## src/uit_pkg.sv

```systemverilog
// ----------------------------------------------------------------------------
// uit_pkg: shared types and constants of the uid index table
// Holds the request and response items, command and status codes, and the
// table geometry used by the front queue and the back engine.
// ----------------------------------------------------------------------------
package uit_pkg;

  localparam int DEPTH  = 256;
  localparam int ADDR_W = $clog2(DEPTH);
  localparam int CNT_W  = $clog2(DEPTH + 1);
  localparam int SW     = CNT_W + 2;

  localparam logic [31:0] BLANK_ID = 32'hFFFF_FFFF;

  typedef enum logic [2:0] {
    CMD_RESIZE  = 3'd0,
    CMD_SET_ID  = 3'd1,
    CMD_SET_LOC = 3'd2,
    CMD_EXPUNGE = 3'd3,
    CMD_FIND    = 3'd4,
    CMD_READ    = 3'd5,
    CMD_SORT    = 3'd6,
    CMD_CLEAR   = 3'd7
  } cmd_t;

  typedef enum logic [2:0] {
    ST_OK          = 3'd0,
    ST_RANGE       = 3'd1,
    ST_ID_REFUSED  = 3'd2,
    ST_LOC_REFUSED = 3'd3,
    ST_EMPTY       = 3'd4,
    ST_TOO_BIG     = 3'd5
  } status_t;

  typedef struct packed {
    logic [2:0]         cmd;
    logic [8:0]         msg_number;
    logic [31:0]        uid;
    logic signed [31:0] local_id;
    logic [8:0]         new_size;
    logic [7:0]         entry_index;
  } req_t;

  typedef struct packed {
    logic [2:0]         status;
    logic [8:0]         found_number;
    logic [31:0]        entry_uid;
    logic signed [31:0] entry_local_id;
    logic [8:0]         count;
  } rsp_t;

  // Classified item as it waits between front and back
  typedef struct packed {
    cmd_t op;
    logic too_big;
    req_t req;
  } q_t;

  typedef struct packed {
    logic [31:0] id;
    logic [31:0] loc;
  } entry_t;

endpackage

```

## src/uit_front.sv

```systemverilog
// ----------------------------------------------------------------------------
// uit_front: command intake
// Accepts items, decodes the command and flags oversize resizes, and holds
// them in a two-entry queue for the back engine.
// ----------------------------------------------------------------------------
module uit_front (
  input  logic          clk,
  input  logic          rst,
  input  logic          req_valid,
  output logic          req_ready,
  input  uit_pkg::req_t req,
  output logic          q_valid,
  output uit_pkg::q_t   q_entry,
  input  logic          q_pop
);

  uit_pkg::q_t slot [2];
  logic        wr_sel;
  logic        rd_sel;
  logic [1:0]  fill;
  logic        push;
  uit_pkg::q_t classified;

  assign req_ready = (fill != 2'd2);
  assign push      = req_valid && req_ready;
  assign q_valid   = (fill != 2'd0);
  assign q_entry   = slot[rd_sel];

  always_comb begin
    classified.op      = uit_pkg::cmd_t'(req.cmd);
    classified.too_big = (32'(req.new_size) > uit_pkg::DEPTH);
    classified.req     = req;
  end

  always_ff @(posedge clk) begin
    if (rst) begin
      wr_sel <= 1'b0;
      rd_sel <= 1'b0;
      fill   <= 2'd0;
    end else begin
      if (push) begin
        slot[wr_sel] <= classified;
        wr_sel       <= ~wr_sel;
      end
      // advance read side on pop
      if (q_pop && q_valid) begin
        rd_sel <= ~rd_sel;
      end
      case ({push, q_pop && q_valid})
        2'b10:   fill <= fill + 2'd1;
        2'b01:   fill <= fill - 2'd1;
        default: fill <= fill;
      endcase
    end
  end

endmodule

```

## config.mk

```make
export PLATFORM = sky130hd
export DESIGN_NAME = uit_front
export DESIGN_NICKNAME = d
export VERILOG_FILES = /design/src/uit_pkg.sv /design/src/uit_front.sv
export SDC_FILE = /design/constraint.sdc
export NUM_CORES = 1
export LEC_CHECK = 0
export BUFFER_PORTS_ARGS = -buffer_cell sky130_fd_sc_hd__buf_2
export CAP_MARGIN = 20
export CORE_ASPECT_RATIO = 1.2
export CORE_UTILIZATION = 38
export DETAILED_ROUTE_END_ITERATION = 10
export SYNTH_ARGS = -nofsm -noshare
export SYNTH_HDL_FRONTEND = slang
export SYNTH_SLANG_ARGS = --single-unit
```

## constraint.sdc

```tcl
create_clock -name clk -period 23.1 [get_ports clk]
set_input_delay 4.62 -clock clk [delete_from_list [all_inputs] [get_ports clk]]
set_output_delay 4.62 -clock clk [all_outputs]
set_load 0.005 [all_outputs]
```

==> results.yml <==
outcome:
  status: "finished, final reports clean"
timing:
  period_share_pct: 30.7
  fin_setup_tns_ns: 0
  setup_violations: 0
  max_slew_margin_pct: 50.9
  fin_skew_ns: 0.00894
  whs_ns: 0.509
  worst_slack_ns: 16.01
  fin_crit_ns: 7.09
  rsz0062_at_grt: "false"
  fmax_mhz: 141
  finalMaxSlewViolations: 0
  hold_viol: 0
  worst_pin_slew_ns: 0.737
layout:
  nets: 628
  fin_util_pct: 48.8
  drive_gt1_share_pct: 49.7
  area_growth_pct: 25.9
  fillCellCount: 1543
  diodes: 0
detailed_routing:
  wl_mm: 12.7
  vias: 3619
  drt_first_iter_violations: 156
  vias_per_cell: 4.72
  drc: 0
  dr.pass1.iters: 4
  wl_per_cell_um: 16.6
  postRouteAntennaNets: 0
placement:
  pre_cts_ws_ns: 16.38
  gp_congestion: 0.699
  dp_hpwl_mm: 8.29
  io_buffers: 195
logic_synthesis:
  synth.most_common_cell: "edfxtp_1"
  synthArstFlopShare_pct: 0
  muxShareOfSynthArea_pct: 15.0
  synth_xor_area_share_pct: 0.373
  synth_nets: 422
  synth_fa_ha_area_share_pct: 0.178
  synth_edf_count: 188
  yosys_warnings: 0
  yosys.area_share.simple_pct: 0.924
  syn_inst: 324
  synth_compound_area_share_pct: 0.498
  ys_seq_area_share_pct: 81.6
  yosys-top-cells-area: "edfxtp_1 (80%), mux2_1 (9.6%), mux2_2 (5.4%)"
  synthesis.area_um2: 7040
  ys_ff_latch: 193
  ys_types: 22
  ys.flop_type: "edfxtp_1"
  avgSynthCellArea_um2: 21.7
  synth_top_area_share_pct: 80.2
  synth.top_cells.by_count: "edfxtp_1 (188), mux2_1 (60), mux2_2 (34), buf_4 (9), dfxtp_1 (5)"
  synth_top_family_by_area: "multiplexers"
  synth_top_cell_by_area: "edfxtp_1"
cts:
  cts_tree: "done"
  cts.sinks: 193
  holdBufCountCts: 0
  cts-resized-gates: 0
  cts_buffer_depth: 2
  clk_latency_ns: 0.42
  postCtsSetupBuffers: 0
  cts_buffers: 17
  htreeDepth: 4
  clk_pin_slew_worst_paths_ns: 0.06
  cts-root-buf: "clkbuf_16"
setup_path:
  crit_chain: "buf_4 > mux2_2 > buf_2"
  cp-end-kind: "output port"
  ff2ff_path_depth: 5
  arrival_ns: 2.47
  crit_path_max_fanout: 51
  rr_startpoint: "fill[0]"
  crit_path_max_incr_delay_ns: 0.74
  crit_family: "buffers and inverters"
  cp.depth: 3
  required_ns: 18.48
  worstSetupPathType: "reg -> out"
  crit_buf_inv: 2
  startpoint_type: "flop"
  slowest_stage: "dfxtp_4"
grt:
  top_usage_layer: "met2"
  grtUsageMet3_pct: 5.16
  grt_pass1_vias: 3935
  grt_use_met2_pct: 24.7
  grt_max_degree: 52
  grt_use_met1_pct: 14.2
  gr-total-overflow: 0
  grt_pass1_wl_mm: 19.4
  grt_antenna_before_repair: 1
  grt_use_total_pct: 13.7
worst_hold_path:
  holdPathStages: 2
  worstHoldStart: "wr_sel"
  hold_path.class: "reg -> reg"
die:
  start_util_pct: 38.7
  die_y_um: 151
  rows: 54
  chipWidth_um: 126
  dieArea_um2: 19100
  core_area_um2: 18200
  ios: 196
power:
  powerDensity_nw_per_um2: 101
  peakVddDrop_uv: 53.8
  leakage_nw: 3.27
run:
  drv_cap: 0
[worst paths after layout]
path / end / slack [ns]
setup / recovery: q_entry[11] / 16.01
setup reg to reg: slot[1][62] / 21.17
hold / removal: wr_sel / 0.51
hold reg to reg: wr_sel / 0.51
[flip-flops by register name (all words and copies together), names as in the netlist, named ones only]
| signal | cells |
|---|---|
| slot | 188 |
| fill | 2 |
| rd_sel | 1 |
| wr_sel | 1 |
[placed cells by master (no fill, tap or decap), types with 3 or more instances in the layout]
cell       netlist  routed
clkbuf_16        0      17
mux2_1          60      60
dfxtp_1          5       4
clkinv_4         0       4
buf_4            9       5
mux2_2          34      34
nor2_1           3       3
edfxtp_1       188     188
inv_8            0       3
buf_2            4     195
[power by group]
part | internal (mW) | total, mW | leakage (nW) | switching (mW)
sequential | 0.418 | 0.437 | 1.77 | 0.0191
clock | 0.163 | 0.294 | 0.292 | 0.131
combinational | 0.0877 | 0.166 | 1.21 | 0.0778
[routing by layer]
layer | vias to the layer above | wire length [µm]
li1 | 1692 | -
met1 | 1791 | 4970
met2 | 122 | 6610
met3 | 14 | 898
met4 | 0 | 224
met5 | - | 0
[final cells by class]
class	count	area, µm²	share of cell area (%)
Sequential cell	193	5750	64.9
Multi-Input combinational cell	116	1210	13.6
Timing Repair Buffer	200	1010	11.4
Clock buffer	17	425	4.80
Tap cell	224	280	3.16
Clock inverter	15	179	2.02
Inverter	2	7.51	0.0847
[worst min-delay path, stage by stage (launching register included)]
cell and delay (ns):
dfxtp_1 0.33, o21ai_0 0.07, a21oi_1 0.06
[kinds of logic after synthesis]
kind of cell,count (synthesis)
simple gates,12
mux,94
buf+inv,15
compound gates,6
xor+xnor,3
fa+ha+maj,1
flops,193
[metrics by stage]
stage / std cells / instance area, µm² / power (mW)
final: 767 / 8860 / 0.897
after global routing: 767 / 8860 / 0.938
after CTS: 767 / 8860 / 0.911
after detailed placement: 735 / 8260 / 0.615
after global placement: 735 / 8260 / 0.611
after floorplan: 324 / 7040 / 0.546
No activity file was read; power rests on OpenSTA's default activity.
